===== config.mk =====
export PLATFORM = sky130hd
export DESIGN_NAME = sd_spi_command_engine_flat
export DESIGN_NICKNAME = d
export VERILOG_FILES = /design/src/hdl/sdspi_pkg.sv /design/src/hdl/sdspi_if.sv /design/src/hdl/sd_spi_command_engine.sv /design/src/flat_wrapper.sv
export SDC_FILE = /design/constraint.sdc
export NUM_CORES = 1
export LEC_CHECK = 0
export BUFFER_PORTS_ARGS = -buffer_cell sky130_fd_sc_hd__buf_2
export CORE_UTILIZATION = 59
export DETAILED_ROUTE_END_ITERATION = 8
export HOLD_SLACK_MARGIN = 0.06
export PLACE_DENSITY_LB_ADDON = 0.12
export SETUP_SLACK_MARGIN = 0.2
export SKIP_LAST_GASP = 1
export SYNTH_ARGS = -nofsm -noshare
export SYNTH_HDL_FRONTEND = slang
export SYNTH_SLANG_ARGS = --single-unit

===== constraint.sdc =====
create_clock -name clk -period 5.2 [get_ports clk]
set_input_delay 0.78 -clock clk [delete_from_list [all_inputs] [get_ports clk]]
set_output_delay 0.78 -clock clk [all_outputs]
set_load 0.02 [all_outputs]

===== src/hdl/sdspi_pkg.sv =====
// Package: types, constants and helpers shared by the SD SPI command engine.
package sdspi_pkg;

    localparam int BlockBytesDefault = 512;

    typedef enum logic [4:0] {
        PH_IDLE     = 5'd0,
        PH_DESEL    = 5'd1,
        PH_SELDUMMY = 5'd2,
        PH_SELPOLL  = 5'd3,
        PH_SELFAIL  = 5'd4,
        PH_FRAME    = 5'd5,
        PH_STUFF    = 5'd6,
        PH_RESP     = 5'd7,
        PH_TOKEN    = 5'd8,
        PH_DATA     = 5'd9,
        PH_CRC1     = 5'd10,
        PH_CRC2     = 5'd11,
        PH_INITCLK  = 5'd12,
        PH_R7       = 5'd13,
        PH_FINISH   = 5'd14
    } phase_t;

    typedef enum logic [1:0] {
        KIND_CMD  = 2'd0,
        KIND_READ = 2'd1,
        KIND_INIT = 2'd2
    } kind_t;

    localparam logic [1:0] OP_CMD  = 2'd0;
    localparam logic [1:0] OP_READ = 2'd1;
    localparam logic [1:0] OP_INIT = 2'd2;
    localparam logic [1:0] OP_XCHG = 2'd3;

    localparam logic [2:0] REG_SELECT = 3'd0;
    localparam logic [2:0] REG_TOKEN  = 3'd1;
    localparam logic [2:0] REG_RESP   = 3'd2;
    localparam logic [2:0] REG_IDLE   = 3'd3;
    localparam logic [2:0] REG_READY  = 3'd4;
    localparam logic [2:0] REG_INITDV = 3'd5;
    localparam logic [2:0] REG_RUNDV  = 3'd6;

    localparam logic [7:0] CMD_GO_IDLE  = 8'd0;
    localparam logic [7:0] CMD_IF_COND  = 8'd8;
    localparam logic [7:0] CMD_STOP     = 8'd12;
    localparam logic [7:0] CMD_READ1    = 8'd17;
    localparam logic [7:0] CMD_READN    = 8'd18;
    localparam logic [7:0] CMD_APP      = 8'd55;
    localparam logic [7:0] CMD_ACMD41   = 8'h80 | 8'd41;

    localparam logic [7:0] BYTE_IDLE  = 8'hFF;
    localparam logic [7:0] TOKEN_DATA = 8'hFE;
    localparam logic [31:0] ARG_IF_COND = 32'h0000_01AA;
    localparam logic [31:0] ARG_HCS     = 32'h4000_0000;

    typedef struct packed {
        logic       send_valid;
        logic [7:0] mosi;
        logic       cs_low;
        logic       data_valid;
        logic [7:0] data;
        logic       last_of_block;
        logic       done_res;
        logic [7:0] response;
        logic       ok;
        logic [8:0] divider;
    } result_t;

    function automatic logic [8:0] clamp_div(input logic [8:0] v);
        if (v < 9'd2)
            return 9'd2;
        if (v > 9'd256)
            return 9'd256;
        return v;
    endfunction

endpackage


===== src/hdl/sdspi_if.sv =====
// Interfaces: valid/ready channels for requests and results.
interface sdspi_req_if;
    logic        valid;
    logic        ready;
    logic [1:0]  opcode;
    logic [7:0]  cmd;
    logic [31:0] arg;
    logic [15:0] count;
    logic [7:0]  miso;
    modport source (output valid, opcode, cmd, arg, count, miso, input ready);
    modport sink   (input valid, opcode, cmd, arg, count, miso, output ready);
endinterface

interface sdspi_res_if;
    logic        valid;
    logic        ready;
    logic        send_valid;
    logic [7:0]  mosi;
    logic        cs_low;
    logic        data_valid;
    logic [7:0]  data;
    logic        last_of_block;
    logic        done_res;
    logic [7:0]  response;
    logic        ok;
    logic [8:0]  divider;
    modport source (output valid, send_valid, mosi, cs_low, data_valid, data, last_of_block,
                    done_res, response, ok, divider, input ready);
    modport sink   (input valid, send_valid, mosi, cs_low, data_valid, data, last_of_block,
                    done_res, response, ok, divider, output ready);
endinterface


===== src/hdl/sd_spi_command_engine.sv =====
// Top level: SD card SPI-mode host command sequencer.
// One request transaction goes in per SPI byte exchange (or per new request) and one result
// transaction comes out for each. The sequencer state is updated in the same cycle as the
// transaction is accepted, and the result sits in an output register, so a transaction is
// taken every clock while the result side keeps up; with a two-entry output buffer the
// input stalls only when both entries are full. In use the rate is set by the SPI shifter:
// one transaction per byte. Requests arriving while a sequence runs are ignored; exchange
// notices (opcode 3) arriving while idle are ignored. Timeouts are counted in byte attempts.
// Read data leaves on data/data_valid with last_of_block on the final byte of each block;
// done_res closes every request.
module sd_spi_command_engine #(
    parameter int BLOCK_BYTES = sdspi_pkg::BlockBytesDefault
) (
    input  logic        clk,
    input  logic        rst_n,
    sdspi_req_if.sink   req,
    sdspi_res_if.source res,
    input  logic        cfg_we,
    input  logic [2:0]  cfg_index,
    input  logic [16:0] cfg_wdata
);
    import sdspi_pkg::*;

    localparam int BcW = $clog2(BLOCK_BYTES + 1);

    // configuration registers
    logic [15:0] sel_tries_reg, idle_tries_reg, ready_tries_reg;
    logic [16:0] tok_tries_reg;
    logic [7:0]  resp_tries_reg;
    logic [8:0]  init_div_reg, run_div_reg;

    always_ff @(posedge clk or negedge rst_n)
    begin
        if (!rst_n)
        begin
            sel_tries_reg   <= 16'd500;
            tok_tries_reg   <= 17'd100000;
            resp_tries_reg  <= 8'd10;
            idle_tries_reg  <= 16'd1000;
            ready_tries_reg <= 16'd1000;
            init_div_reg    <= 9'd251;
            run_div_reg     <= 9'd6;
        end
        else if (cfg_we)
        begin
            case (cfg_index)
                REG_SELECT: sel_tries_reg   <= cfg_wdata[15:0];
                REG_TOKEN:  tok_tries_reg   <= cfg_wdata;
                REG_RESP:   resp_tries_reg  <= cfg_wdata[7:0];
                REG_IDLE:   idle_tries_reg  <= cfg_wdata[15:0];
                REG_READY:  ready_tries_reg <= cfg_wdata[15:0];
                REG_INITDV: init_div_reg    <= cfg_wdata[8:0];
                REG_RUNDV:  run_div_reg     <= cfg_wdata[8:0];
                default: ;
            endcase
        end
    end

    // sequencer state
    phase_t       phase_reg, phase_next;
    kind_t        kind_reg, kind_next;
    logic [7:0]   ccmd_reg, ccmd_next;
    logic [31:0]  sarg_reg, sarg_next;
    logic [2:0]   fidx_reg, fidx_next;
    logic [16:0]  try_reg, try_next;
    logic [15:0]  outer_reg, outer_next;
    logic [BcW-1:0] bcnt_reg, bcnt_next;
    logic [15:0]  blk_reg, blk_next;
    logic [7:0]   lresp_reg, lresp_next;
    logic         cs_reg, cs_next;
    logic [8:0]   div_reg, div_next;
    result_t      r;

    // two-entry output buffer
    result_t      buf0_reg, buf1_reg;
    logic [1:0]   fill_reg;
    logic         take, give;

    assign req.ready = (fill_reg != 2'd2);
    assign take      = req.valid && req.ready;
    assign give      = res.valid && res.ready;

    // The sequencing is written as chained actions on the next-state variables, in the
    // same nesting as the protocol: each action may fall through into the next one.
    logic [7:0]  eff;
    logic [7:0]  fb;
    logic [31:0] fa;
    logic        go_on;
    logic [7:0]  rv;

    always_comb
    begin
        phase_next = phase_reg;
        kind_next  = kind_reg;
        ccmd_next  = ccmd_reg;
        sarg_next  = sarg_reg;
        fidx_next  = fidx_reg;
        try_next   = try_reg;
        outer_next = outer_reg;
        bcnt_next  = bcnt_reg;
        blk_next   = blk_reg;
        lresp_next = lresp_reg;
        cs_next    = cs_reg;
        div_next   = div_reg;
        r          = '0;
        eff = '0; fb = '0; fa = '0; go_on = 1'b0; rv = '0;

        // begin-request / exchange dispatch, expressed with flags
        begin : seq
            logic do_cmd_begin, do_finish, do_after, do_cmd_return, do_resp, do_token,
                  do_frame, do_acmd41, do_initclk;
            do_cmd_begin = 1'b0; do_finish = 1'b0; do_after = 1'b0; do_cmd_return = 1'b0;
            do_resp = 1'b0; do_token = 1'b0; do_frame = 1'b0; do_acmd41 = 1'b0;
            do_initclk = 1'b0;

            if (phase_reg == PH_IDLE)
            begin
                case (req.opcode)
                    OP_CMD:
                    begin
                        kind_next = KIND_CMD; ccmd_next = req.cmd; sarg_next = req.arg;
                        do_cmd_begin = 1'b1;
                    end
                    OP_READ:
                    begin
                        kind_next = KIND_READ; blk_next = req.count;
                        ccmd_next = (req.count > 16'd1) ? CMD_READN : CMD_READ1;
                        sarg_next = req.arg; do_cmd_begin = 1'b1;
                    end
                    OP_INIT:
                    begin
                        kind_next = KIND_INIT; div_next = clamp_div(init_div_reg);
                        blk_next = 16'd1; lresp_next = BYTE_IDLE;
                        outer_next = idle_tries_reg;
                        if (idle_tries_reg == 16'd0) do_finish = 1'b1;
                        else do_initclk = 1'b1;
                    end
                    default: ;
                endcase
            end
            else if (req.opcode == OP_XCHG)
            begin
                case (phase_reg)
                    PH_DESEL:
                    begin
                        cs_next = 1'b1; phase_next = PH_SELDUMMY;
                        r.send_valid = 1'b1; r.mosi = BYTE_IDLE;
                    end
                    PH_SELDUMMY:
                    begin
                        r.send_valid = 1'b1; r.mosi = BYTE_IDLE;
                        if (sel_tries_reg == 16'd0)
                        begin
                            cs_next = 1'b0; phase_next = PH_SELFAIL;
                        end
                        else
                        begin
                            try_next = {1'b0, sel_tries_reg}; phase_next = PH_SELPOLL;
                        end
                    end
                    PH_SELPOLL:
                    begin
                        if (req.miso == BYTE_IDLE) do_frame = 1'b1;
                        else
                        begin
                            try_next = try_reg - 17'd1;
                            r.send_valid = 1'b1; r.mosi = BYTE_IDLE;
                            if (try_next == 17'd0)
                            begin
                                cs_next = 1'b0; phase_next = PH_SELFAIL;
                            end
                            else phase_next = PH_SELPOLL;
                        end
                    end
                    PH_SELFAIL:
                    begin
                        rv = BYTE_IDLE; do_cmd_return = 1'b1;
                    end
                    PH_FRAME:
                    begin
                        fidx_next = fidx_reg + 3'd1;
                        if (fidx_next < 3'd6)
                        begin
                            phase_next = PH_FRAME; r.send_valid = 1'b1;
                        end
                        else if (!ccmd_reg[7] && ccmd_reg[6:0] == CMD_STOP[6:0])
                        begin
                            phase_next = PH_STUFF; r.send_valid = 1'b1; r.mosi = BYTE_IDLE;
                        end
                        else do_resp = 1'b1;
                    end
                    PH_STUFF: do_resp = 1'b1;
                    PH_RESP:
                    begin
                        try_next = try_reg - 17'd1;
                        if (!req.miso[7] || try_next == 17'd0)
                        begin
                            rv = req.miso; do_cmd_return = 1'b1;
                        end
                        else
                        begin
                            phase_next = PH_RESP; r.send_valid = 1'b1; r.mosi = BYTE_IDLE;
                        end
                    end
                    PH_TOKEN:
                    begin
                        if (req.miso == TOKEN_DATA)
                        begin
                            bcnt_next = '0; phase_next = PH_DATA;
                            r.send_valid = 1'b1; r.mosi = BYTE_IDLE;
                        end
                        else
                        begin
                            try_next = try_reg - 17'd1;
                            if (try_next == 17'd0) do_after = 1'b1;
                            else
                            begin
                                phase_next = PH_TOKEN; r.send_valid = 1'b1;
                                r.mosi = BYTE_IDLE;
                            end
                        end
                    end
                    PH_DATA:
                    begin
                        r.data_valid = 1'b1; r.data = req.miso;
                        bcnt_next = bcnt_reg + 1'b1;
                        r.send_valid = 1'b1; r.mosi = BYTE_IDLE;
                        if (bcnt_next >= BcW'(BLOCK_BYTES))
                        begin
                            r.last_of_block = 1'b1; phase_next = PH_CRC1;
                        end
                        else phase_next = PH_DATA;
                    end
                    PH_CRC1:
                    begin
                        phase_next = PH_CRC2; r.send_valid = 1'b1; r.mosi = BYTE_IDLE;
                    end
                    PH_CRC2:
                    begin
                        blk_next = blk_reg - 16'd1;
                        if (blk_next == 16'd0) do_after = 1'b1;
                        else do_token = 1'b1;
                    end
                    PH_INITCLK:
                    begin
                        bcnt_next = bcnt_reg + 1'b1;
                        if (bcnt_next < BcW'(10))
                        begin
                            phase_next = PH_INITCLK; r.send_valid = 1'b1;
                            r.mosi = BYTE_IDLE;
                        end
                        else
                        begin
                            cs_next = 1'b1; ccmd_next = CMD_GO_IDLE; sarg_next = '0;
                            do_cmd_begin = 1'b1;
                        end
                    end
                    PH_R7:
                    begin
                        bcnt_next = bcnt_reg + 1'b1;
                        if (bcnt_next < BcW'(4))
                        begin
                            phase_next = PH_R7; r.send_valid = 1'b1; r.mosi = BYTE_IDLE;
                        end
                        else
                        begin
                            outer_next = ready_tries_reg;
                            if (ready_tries_reg == 16'd0) do_finish = 1'b1;
                            else do_acmd41 = 1'b1;
                        end
                    end
                    PH_FINISH:
                    begin
                        phase_next = PH_IDLE; r.done_res = 1'b1; r.response = lresp_reg;
                        if (kind_reg == KIND_READ)
                            r.ok = (blk_reg == 16'd0) && (lresp_reg == 8'd0);
                        else
                            r.ok = (blk_reg == 16'd0);
                    end
                    default: phase_next = PH_IDLE;
                endcase
            end

            // response wait start (may resolve at once to a command return)
            if (do_resp)
            begin
                if (resp_tries_reg == 8'd0)
                begin
                    rv = BYTE_IDLE; do_cmd_return = 1'b1;
                end
                else
                begin
                    try_next = {9'd0, resp_tries_reg}; phase_next = PH_RESP;
                    r.send_valid = 1'b1; r.mosi = BYTE_IDLE;
                end
            end

            // command return and caller continuation
            if (do_cmd_return)
            begin
                lresp_next = rv;
                if (ccmd_reg[7] && rv <= 8'd1)
                begin
                    ccmd_next = {1'b0, ccmd_reg[6:0]}; do_cmd_begin = 1'b1;
                end
                else if (kind_reg == KIND_READ)
                begin
                    if (ccmd_reg == CMD_STOP)
                    begin
                        lresp_next = 8'd0; do_finish = 1'b1;
                    end
                    else if (rv != 8'd0) do_finish = 1'b1;
                    else if (blk_reg == 16'd0) do_after = 1'b1;
                    else do_token = 1'b1;
                end
                else if (kind_reg == KIND_INIT)
                begin
                    if (ccmd_reg[6:0] == CMD_GO_IDLE[6:0])
                    begin
                        if (rv == 8'd1)
                        begin
                            ccmd_next = CMD_IF_COND; sarg_next = ARG_IF_COND;
                            do_cmd_begin = 1'b1;
                        end
                        else
                        begin
                            outer_next = outer_reg - 16'd1;
                            if (outer_next == 16'd0) do_finish = 1'b1;
                            else do_initclk = 1'b1;
                        end
                    end
                    else if (ccmd_reg[6:0] == CMD_IF_COND[6:0])
                    begin
                        if (rv != 8'd1) do_finish = 1'b1;
                        else
                        begin
                            bcnt_next = '0; phase_next = PH_R7;
                            r.send_valid = 1'b1; r.mosi = BYTE_IDLE;
                        end
                    end
                    else if (rv == 8'd0)
                    begin
                        div_next = clamp_div(run_div_reg); blk_next = 16'd0;
                        do_finish = 1'b1;
                    end
                    else
                    begin
                        outer_next = outer_reg - 16'd1;
                        if (outer_next == 16'd0) do_finish = 1'b1;
                        else do_acmd41 = 1'b1;
                    end
                end
                else
                begin
                    phase_next = PH_IDLE; r.done_res = 1'b1; r.response = rv;
                    r.ok = !rv[7];
                end
            end

            // token wait start (zero tries falls through to end of blocks)
            if (do_token)
            begin
                if (tok_tries_reg == 17'd0) do_after = 1'b1;
                else
                begin
                    try_next = tok_tries_reg; phase_next = PH_TOKEN;
                    r.send_valid = 1'b1; r.mosi = BYTE_IDLE;
                end
            end

            if (do_after)
            begin
                if (ccmd_reg == CMD_READN)
                begin
                    ccmd_next = CMD_STOP; sarg_next = '0; do_cmd_begin = 1'b1;
                end
                else do_finish = 1'b1;
            end

            if (do_acmd41)
            begin
                ccmd_next = CMD_ACMD41; sarg_next = ARG_HCS; do_cmd_begin = 1'b1;
            end

            if (do_initclk)
            begin
                cs_next = 1'b0; bcnt_next = '0; phase_next = PH_INITCLK;
                r.send_valid = 1'b1; r.mosi = BYTE_IDLE;
            end

            if (do_cmd_begin)
            begin
                eff = ccmd_next[7] ? CMD_APP : {1'b0, ccmd_next[6:0]};
                if (eff != CMD_STOP && eff != CMD_GO_IDLE)
                begin
                    cs_next = 1'b0; phase_next = PH_DESEL;
                    r.send_valid = 1'b1; r.mosi = BYTE_IDLE;
                end
                else do_frame = 1'b1;
            end

            if (do_frame)
            begin
                fidx_next = '0; phase_next = PH_FRAME; r.send_valid = 1'b1;
            end

            if (do_finish)
            begin
                cs_next = 1'b0; phase_next = PH_FINISH;
                r.send_valid = 1'b1; r.mosi = BYTE_IDLE;
            end

            // command frame byte for the current frame position
            if (phase_next == PH_FRAME && r.send_valid)
            begin
                eff = ccmd_next[7] ? CMD_APP : {1'b0, ccmd_next[6:0]};
                fa  = ccmd_next[7] ? 32'd0 : sarg_next;
                case (fidx_next)
                    3'd0: fb = 8'h40 | eff;
                    3'd1: fb = fa[31:24];
                    3'd2: fb = fa[23:16];
                    3'd3: fb = fa[15:8];
                    3'd4: fb = fa[7:0];
                    default: fb = (eff == CMD_GO_IDLE) ? 8'h95 :
                                  (eff == CMD_IF_COND) ? 8'h87 : 8'h01;
                endcase
                r.mosi = fb;
            end
            go_on = 1'b1;
        end

        r.cs_low  = cs_next;
        r.divider = div_next;
    end

    always_ff @(posedge clk or negedge rst_n)
    begin
        if (!rst_n)
        begin
            phase_reg <= PH_IDLE;
            kind_reg  <= KIND_CMD;
            ccmd_reg  <= '0;
            sarg_reg  <= '0;
            fidx_reg  <= '0;
            try_reg   <= '0;
            outer_reg <= '0;
            bcnt_reg  <= '0;
            blk_reg   <= '0;
            lresp_reg <= BYTE_IDLE;
            cs_reg    <= 1'b0;
            div_reg   <= 9'd251;
        end
        else if (take && go_on)
        begin
            phase_reg <= phase_next;
            kind_reg  <= kind_next;
            ccmd_reg  <= ccmd_next;
            sarg_reg  <= sarg_next;
            fidx_reg  <= fidx_next;
            try_reg   <= try_next;
            outer_reg <= outer_next;
            bcnt_reg  <= bcnt_next;
            blk_reg   <= blk_next;
            lresp_reg <= lresp_next;
            cs_reg    <= cs_next;
            div_reg   <= div_next;
        end
    end

    // result buffer: entry 0 is the head
    always_ff @(posedge clk or negedge rst_n)
    begin
        if (!rst_n)
            fill_reg <= 2'd0;
        else
            fill_reg <= fill_reg + {1'b0, take} - {1'b0, give};
    end

    always_ff @(posedge clk)
    begin
        if (give)
        begin
            buf0_reg <= (fill_reg == 2'd2) ? buf1_reg : r;
            if (take && fill_reg == 2'd2) buf1_reg <= r;
        end
        else if (take)
        begin
            if (fill_reg == 2'd0) buf0_reg <= r;
            else buf1_reg <= r;
        end
    end

    assign res.valid         = (fill_reg != 2'd0);
    assign res.send_valid    = buf0_reg.send_valid;
    assign res.mosi          = buf0_reg.mosi;
    assign res.cs_low        = buf0_reg.cs_low;
    assign res.data_valid    = buf0_reg.data_valid;
    assign res.data          = buf0_reg.data;
    assign res.last_of_block = buf0_reg.last_of_block;
    assign res.done_res      = buf0_reg.done_res;
    assign res.response      = buf0_reg.response;
    assign res.ok            = buf0_reg.ok;
    assign res.divider       = buf0_reg.divider;

    // buffer never overfills
    a_fill: assert property (@(posedge clk) disable iff (!rst_n) fill_reg != 2'd3)
        else $error("result buffer overflow");
    // done is only reported when the sequencer returns to idle
    a_done_idle: assert property (@(posedge clk) disable iff (!rst_n)
        (take && r.done_res) |=> phase_reg == PH_IDLE)
        else $error("done without idle");
    // block byte counter stays inside the block
    a_bcnt: assert property (@(posedge clk) disable iff (!rst_n)
        phase_reg == PH_DATA |-> bcnt_reg < BcW'(BLOCK_BYTES))
        else $error("block byte counter overrun");

endmodule


===== src/flat_wrapper.sv =====
// flat-port wrapper written by rule: the top's interface ports become plain ports
module sd_spi_command_engine_flat import sdspi_pkg::*;
#(
    parameter int BLOCK_BYTES = sdspi_pkg::BlockBytesDefault
)
  (clk, rst_n, cfg_we, cfg_index, cfg_wdata, req_valid, req_opcode, req_cmd, req_arg, req_count, req_miso, req_ready, res_valid, res_send_valid, res_mosi, res_cs_low, res_data_valid, res_data, res_last_of_block, res_done_res, res_response, res_ok, res_divider, res_ready);
  sdspi_req_if req_i ();
  sdspi_res_if res_i ();
  input  logic clk;
  input  logic rst_n;
  input  logic cfg_we;
  input  logic [2:0] cfg_index;
  input  logic [16:0] cfg_wdata;
  input wire logic [$bits(req_i.valid)-1:0] req_valid;
  input wire logic [$bits(req_i.opcode)-1:0] req_opcode;
  input wire logic [$bits(req_i.cmd)-1:0] req_cmd;
  input wire logic [$bits(req_i.arg)-1:0] req_arg;
  input wire logic [$bits(req_i.count)-1:0] req_count;
  input wire logic [$bits(req_i.miso)-1:0] req_miso;
  output wire logic [$bits(req_i.ready)-1:0] req_ready;
  output wire logic [$bits(res_i.valid)-1:0] res_valid;
  output wire logic [$bits(res_i.send_valid)-1:0] res_send_valid;
  output wire logic [$bits(res_i.mosi)-1:0] res_mosi;
  output wire logic [$bits(res_i.cs_low)-1:0] res_cs_low;
  output wire logic [$bits(res_i.data_valid)-1:0] res_data_valid;
  output wire logic [$bits(res_i.data)-1:0] res_data;
  output wire logic [$bits(res_i.last_of_block)-1:0] res_last_of_block;
  output wire logic [$bits(res_i.done_res)-1:0] res_done_res;
  output wire logic [$bits(res_i.response)-1:0] res_response;
  output wire logic [$bits(res_i.ok)-1:0] res_ok;
  output wire logic [$bits(res_i.divider)-1:0] res_divider;
  input wire logic [$bits(res_i.ready)-1:0] res_ready;
  assign req_i.valid = req_valid;
  assign req_i.opcode = req_opcode;
  assign req_i.cmd = req_cmd;
  assign req_i.arg = req_arg;
  assign req_i.count = req_count;
  assign req_i.miso = req_miso;
  assign req_ready = req_i.ready;
  assign res_valid = res_i.valid;
  assign res_send_valid = res_i.send_valid;
  assign res_mosi = res_i.mosi;
  assign res_cs_low = res_i.cs_low;
  assign res_data_valid = res_i.data_valid;
  assign res_data = res_i.data;
  assign res_last_of_block = res_i.last_of_block;
  assign res_done_res = res_i.done_res;
  assign res_response = res_i.response;
  assign res_ok = res_i.ok;
  assign res_divider = res_i.divider;
  assign res_i.ready = res_ready;
  sd_spi_command_engine #(.BLOCK_BYTES(BLOCK_BYTES)) u_core (.clk(clk), .rst_n(rst_n), .req(req_i), .res(res_i), .cfg_we(cfg_we), .cfg_index(cfg_index), .cfg_wdata(cfg_wdata));
endmodule

==> results.sh, run 1 <==
export IMPL_nets=2113
export IMPL_place_ws_ns=0.09664
export IMPL_area_growth_syn_to_layout_pct=12.65
export IMPL_ys_flop_type="dfrtp_1"
export IMPL_numCtsBuffers=30
export IMPL_crit_type="reg -> reg"
export IMPL_p_int_uw=5938
export IMPL_grt_pass1_vias=15600
export IMPL_fmax_ghz=0.2097
export IMPL_hpwl_mm=41.45
export IMPL_drv_slew=0
export IMPL_wl_per_cell_um=23.60
export IMPL_syn_area_per_cell_um2=9.335
export IMPL_dr_pass1_iters=5
export IMPL_dp_cells=2358
export IMPL_yosys_warnings=0
export IMPL_finalHoldViolCount=0
export IMPL_synth_distinct_cells=96
export IMPL_drc=0
export IMPL_clkPwrFrac_pct=21.6
export IMPL_synth_seq_area_share_pct=44.65
export IMPL_drt_total_wl_mm=57.08
export IMPL_vias=16540
export IMPL_p_sw_uw=4018
export IMPL_grt_first_pass_wirelength_mm=88.20
export IMPL_ys_async_sr_fraction_pct=73.83
export IMPL_startpoint_type="flip-flop"
export IMPL_ioPinCount=132
export IMPL_synth_edf_count=78
export IMPL_finalSetupViolations=0
export IMPL_r2r_start="u_core.bcnt_reg[0]"
export IMPL_die_width_um=175.3
export IMPL_viasPerCell=6.836
export IMPL_fin_ws_ns=0.4302
export IMPL_cts_sinks=298
export IMPL_dieHeight_um=175.3
export IMPL_power_frac_comb_pct=39.2
export IMPL_p_seq_share_pct=39.2
export IMPL_cts_path_max_buffers=3
export IMPL_hp_class="in -> async"
export IMPL_netlist_area_um2=17720
export IMPL_synth_nets=2006
export IMPL_crit_fanout=16
export IMPL_synth_cells=1898
export IMPL_finalClockSkew_ns=0.01265
export IMPL_clk_pin_slew_ns=0.07
export IMPL_vdd_drop_max_mv=0.2958
export IMPL_cts_tree="done"
export IMPL_ant_nets=0
export IMPL_grt_total_usage_pct=36.79
export IMPL_portBuffers=131
export IMPL_drtIter0Drc=2124
export IMPL_n_antenna_cell=0
export IMPL_tightest_slew_ns=1.222
export IMPL_setup_tns_ns=0
export IMPL_endpoint="u_core.res.mosi[6]"
export IMPL_worstSetupEndpointType="flip-flop"
export IMPL_swShare_pct=40.36
export IMPL_htreeDepth=1
export IMPL_grt_max_degree=119
export IMPL_antenna_found_initial=1
export IMPL_critPathLaunch="u_core.bcnt_reg[0]"
export IMPL_worstRegToRegCells=13
export IMPL_power_density_nw_per_um2=498.9
export IMPL_finalCritPeriodShare_pct=91.73
export IMPL_std_cell_rows=63
export IMPL_rr_endpoint="u_core.res.mosi[6]"
export IMPL_cap_violations=0
export IMPL_gp_congestion=1.024
export IMPL_cp_arrival_ns=5.06
export IMPL_outcome="finished clean"
export IMPL_die_area_um2=30730
export IMPL_largest_reg_flops=39
export IMPL_initial_core_util_pct=59.94
export IMPL_maxSlewHeadroom_pct=17.93
export IMPL_rsz0062_at_grt="true"
export IMPL_period_needed_ns=4.770
export IMPL_finalNonFillerCells=2419
export IMPL_overflow=0
export IMPL_ys_ff_latch=298
export IMPL_cts_root_buf="clkbuf_16"
export IMPL_clock_latency_ns=0.56
export IMPL_core_um2=29560
export IMPL_crit_required_ns=5.49
export IMPL_postCtsHoldBufs=0
export IMPL_r2r_setup_slack_ns=0.43
export IMPL_drive_gt1_share_pct=22.38
export IMPL_p_leak_uw=0.008015
-- how the worst min path moves through the flow --
| stage | from | end |
|---|---|---|
| after floorplan | u_core.sarg_reg[1] | u_core.sarg_reg[1] |
| after global placement | u_core.sarg_reg[7] | u_core.sarg_reg[7] |
| after detailed placement | u_core.sarg_reg[8] | u_core.sarg_reg[8] |
| after CTS | rst_n | u_core.fill_reg[1] |
| after global routing | rst_n | u_core.fill_reg[1] |
| final | rst_n | u_core.fill_reg[1] |
-- cell usage in the layout (no fill, tap or decap), types with 24 or more instances in the layout --
cell,instances
nor2_1,176
nand2_1,173
dfrtp_1,170
o21ai_0,132
buf_2,130
a21oi_1,124
mux2_2,105
edfxtp_1,78
nor3_1,61
buf_4,59
dfstp_2,50
nand3_1,48
inv_1,46
nor4_1,45
a22oi_1,39
o211ai_1,34
a31oi_1,32
clkbuf_16,31
nand4_1,27
o22ai_1,25
and3_1,24
-- synthesized netlist by cell type, types with 12 or more instances --
library cell	n	area (um^2)
mux2_2	105	1182
and3_1	24	150.1
nor4_1	47	294.0
edfxtp_1	78	2342
nand3_1	49	245.2
a22o_1	13	113.9
a21oi_1	124	620.6
clkbuf_1	94	352.8
xnor2_1	15	131.4
dfstp_2	50	1314
or4_1	12	90.09
nand2_1	174	653.1
o22a_1	14	122.6
nor3_1	63	315.3
nand2b_1	17	106.4
o22ai_1	25	156.4
a211oi_1	17	127.6
a22oi_1	39	292.8
nor2_1	179	671.9
dfrtp_1	170	4254
nand4_1	27	168.9
inv_1	46	172.7
and2_1	15	93.84
a32o_1	21	210.2
o21ai_0	133	665.6
o211ai_1	34	255.2
ha_1	17	212.7
o31ai_1	23	172.7
or3_1	22	137.6
a31oi_1	32	200.2
-- critical path, cell delays in order, from the launching register on --
cell,delay [ns]
dfrtp_1,0.48
ha_1,0.36
and2_1,0.21
or4b_2,0.59
nand3_1,0.18
a31o_2,0.49
and2_1,0.28
a22oi_1,0.23
o21ai_0,0.43
nand2b_1,0.31
o22ai_1,0.21
o21a_1,0.25
o41ai_2,0.34
a31oi_1,0.13
-- cells by family after synthesis --
| kind of cell | Yosys count | share of synthesized area [%] |
|---|---|---|
| simple gates | 704 | 20.11 |
| compound gates | 583 | 22.34 |
| flops | 298 | 44.65 |
| buf+inv | 164 | 3.665 |
| mux | 109 | 6.900 |
| xor+xnor | 23 | 1.137 |
| fa+ha+maj | 17 | 1.201 |
-- final cells by class --
class,count,area (um^2)
Multi-Input combinational cell,1437,9280
Sequential cell,298,7910
Inverter,47,176.4
Tap cell,390,488.0
Clock buffer,46,872.1
Fill cell,2375,9602
Timing Repair Buffer,191,1129
Clock inverter,10,102.6
-- stage by stage --
step / instance area (um^2) / total power (uW) / util, % / hold slack, ns
3_3_place_gp: 18880 / 7581 / 63.87 / 0.4545
2_1_floorplan: 17720 / 6443 / - / 0.4403
5_1_grt: 19960 / 10460 / 67.52 / 0.3902
6_report: 19960 / 9956 / 67.52 / 0.3237
4_1_cts: 19850 / 9843 / 67.17 / 0.3585
3_5_place_dp: 18880 / 7682 / 63.87 / 0.4652
-- what timing repair did --
| action | in CTS | in global routing |
|---|---|---|
| setup endpoints to repair | 0 | 16 |
| gates resized for setup | 0 | 13 |
| buffers inserted | 0 | 4 |
-- power groups by stage --
stage                     clock, uW  combinational, uW  sequential, uW
after floorplan                   0               2620            3820
after global placement            0               3710            3880
after detailed placement          0               3770            3910
after CTS                      2170               3800            3870
after global routing           2250               4230            3980
final                          2150               3910            3900
-- per-layer routing --
metal | global-route usage [%] | share of wire, % | routed length (um) | vias to the layer above
li1 | - | - | - | 7427
met1 | 51.60 | 42 | 23820 | 8095
met2 | 58.05 | 46 | 26280 | 876
met3 | 5.909 | 8.7 | 4987 | 139
met4 | 12.97 | 3.5 | 1994 | 0
met5 | 0 | 0 | 0 | -
No activity file was read; power rests on OpenSTA's default activity.
==> run 2: changes to the inputs <==
- CORE_UTILIZATION: 59 -> 50
==> run 2 against run 1 <==
Critical path type unchanged; register-to-register slack worse by 0.05 ns; critical path depth stayed put; clock power is 16% higher; hold slack worse by 0.052 ns; utilization is 8.9 points lower; non-clock buffer count is 11 higher; first-iteration DRC count is 23% lower; critical endpoint unchanged.
==> results.sh, run 2 (synthesis gave the netlist of run 1 again) <==
export IMPL_whs_ns=0.2719
export IMPL_finalHoldViolCount=0
export IMPL_critPathBufInv=0
export IMPL_place_ws_ns=-0.01944
export IMPL_finalSetupViolations=0
export IMPL_cp_slowest_stage_delay_ns=0.59
export IMPL_antenna_found_initial=1
export IMPL_cts_sinks=298
export IMPL_swShare_pct=40.04
export IMPL_multi_input_area_um2=9298
export IMPL_p_seq_share_pct=37.9
export IMPL_die_area_um2=36190
export IMPL_critPathLaunch="u_core.bcnt_reg[1]"
export IMPL_cp_slowest_cell="or4b_2"
export IMPL_ioPinCount=132
export IMPL_hpwl_mm=43.92
export IMPL_rsz0062_at_grt="false"
export IMPL_finalCritPeriodShare_pct=92.72
export IMPL_r2r_start="u_core.bcnt_reg[1]"
export IMPL_drc=0
export IMPL_grt_pass1_vias=15270
export IMPL_vdd_drop_max_mv=0.3753
export IMPL_hp_class="in -> async"
export IMPL_core_um2=34710
export IMPL_initial_core_util_pct=51.04
export IMPL_cts_path_max_buffers=3
export IMPL_tightest_slew_ns=1.069
export IMPL_htreeDepth=2
export IMPL_dp_cells=2436
export IMPL_drtIter0Drc=1627
export IMPL_area_growth_syn_to_layout_pct=14.77
export IMPL_cp_top_family="compound AO/OA/AOI/OAI gates"
export IMPL_period_needed_ns=4.821
export IMPL_nets=2128
export IMPL_seqCellArea_um2=7911
export IMPL_p_leak_uw=0.008168
export IMPL_outcome="finished clean"
export IMPL_p_int_uw=6175
export IMPL_overflow=0
export IMPL_path_common_cell="and2_1"
export IMPL_grt_total_usage_pct=33.14
export IMPL_dr_pass1_iters=7
export IMPL_std_cell_rows=68
export IMPL_worstSetupEndpointType="flip-flop"
export IMPL_cts_root_buf="clkbuf_16"
export IMPL_power_density_nw_per_um2=506.4
export IMPL_grt_max_degree=120
export IMPL_finalClockSkew_ns=0.02660
export IMPL_clock_latency_ns=0.56
export IMPL_clk_pin_slew_ns=0.06
export IMPL_mostFrequentLayoutCells="nor2_1, nand2_1, dfrtp_1"
export IMPL_fillCellCount=3082
export IMPL_drv_slew=0
export IMPL_dieHeight_um=190.2
export IMPL_crit_type="reg -> reg"
export IMPL_drive_gt1_share_pct=23.51
export IMPL_clkPwrFrac_pct=24.3
export IMPL_cp_arrival_ns=5.09
export IMPL_final_common_cell="nor2_1"
export IMPL_fin_ws_ns=0.3787
export IMPL_portBuffers=131
export IMPL_grt_first_pass_wirelength_mm=91.96
export IMPL_fmax_ghz=0.2074
export IMPL_startpoint_type="flip-flop"
export IMPL_cts_tree="done"
export IMPL_numCtsBuffers=35
export IMPL_p_sw_uw=4123
export IMPL_vias=16400
export IMPL_ant_nets=0
export IMPL_drt_total_wl_mm=59.45
export IMPL_maxSlewHeadroom_pct=28.76
export IMPL_crit_required_ns=5.47
export IMPL_power_frac_comb_pct=37.9
export IMPL_cp_cell_sequence="ha_1, and2_1, or4b_2, nand3_1, a31o_2, and2_1, a22oi_1, o21ai_0, nand2b_1, o22ai_1, o21a_1, o41ai_2, a31oi_1"
export IMPL_die_width_um=190.2
export IMPL_crit_fanout=16
export IMPL_finalNonFillerCells=2502
export IMPL_viasPerCell=6.556
export IMPL_wl_per_cell_um=23.76
export IMPL_gp_congestion=0.9739
export IMPL_cap_violations=0
export IMPL_largest_reg_flops=39
## run 2: path summary, 6_finish.rpt
path / endpoint / cells past startpoint / slack, ns
max in group asynchronous: u_core.sarg_reg[25] / 2 / 3.79
min in group clk: u_core.tok_tries_reg[16] / 2 / 0.46
min: u_core.outer_reg[12] / 1 / 0.27
max reg2reg: u_core.res.mosi[6] / 13 / 0.38
max: u_core.res.mosi[6] / 13 / 0.38
min reg2reg: u_core.sarg_reg[8] / 1 / 0.48
## run 2: cell type report
type	instances	share of cell area, %
sequential	298	38.91
tap	455	2.800
clock buffer	46	4.756
antenna	1	0.01231
inverter	47	0.8676
clock inverter	17	0.9783
timing repair buffer	202	5.956
multi-input combinational	1436	45.72
## run 2: timing repair
action / 4_1_cts / 5_1_grt
hold buffers: 0 / 0
pin swaps: 0 / 1
endpoints found under the setup margin: 1 / 16
setup buffers: 0 / 2
gates cloned: 0 / 0
gates resized for setup: 1 / 17
## run 2: stage by stage
step                      power (uW)  setup TNS, ns  instance area [um^2]  util, %
after floorplan                 6443              0                 17720        -
after global placement          7667              0                 19060    54.92
after detailed placement        7727       -0.01944                 19060    54.92
after CTS                      10260              0                 20230    58.28
after global routing           10900              0                 20330    58.58
final                          10300              0                 20330    58.58
## run 2: power groups by stage
| stage | combinational [uW] | sequential (uW) | clock, uW |
|---|---|---|---|
| after floorplan | 2620 | 3820 | 0 |
| after global placement | 3780 | 3890 | 0 |
| after detailed placement | 3810 | 3910 | 0 |
| after CTS | 3840 | 3880 | 2540 |
| after global routing | 4270 | 3990 | 2630 |
| final | 3900 | 3900 | 2500 |
## run 2: layer usage
layer / up-vias / track usage [%] / wire (um)
met5: - / 0 / 0
met4: 0 / 11.75 / 2091
met3: 116 / 5.263 / 4010
met2: 624 / 51.02 / 26980
met1: 8196 / 47.25 / 26360
li1: 7466 / - / -
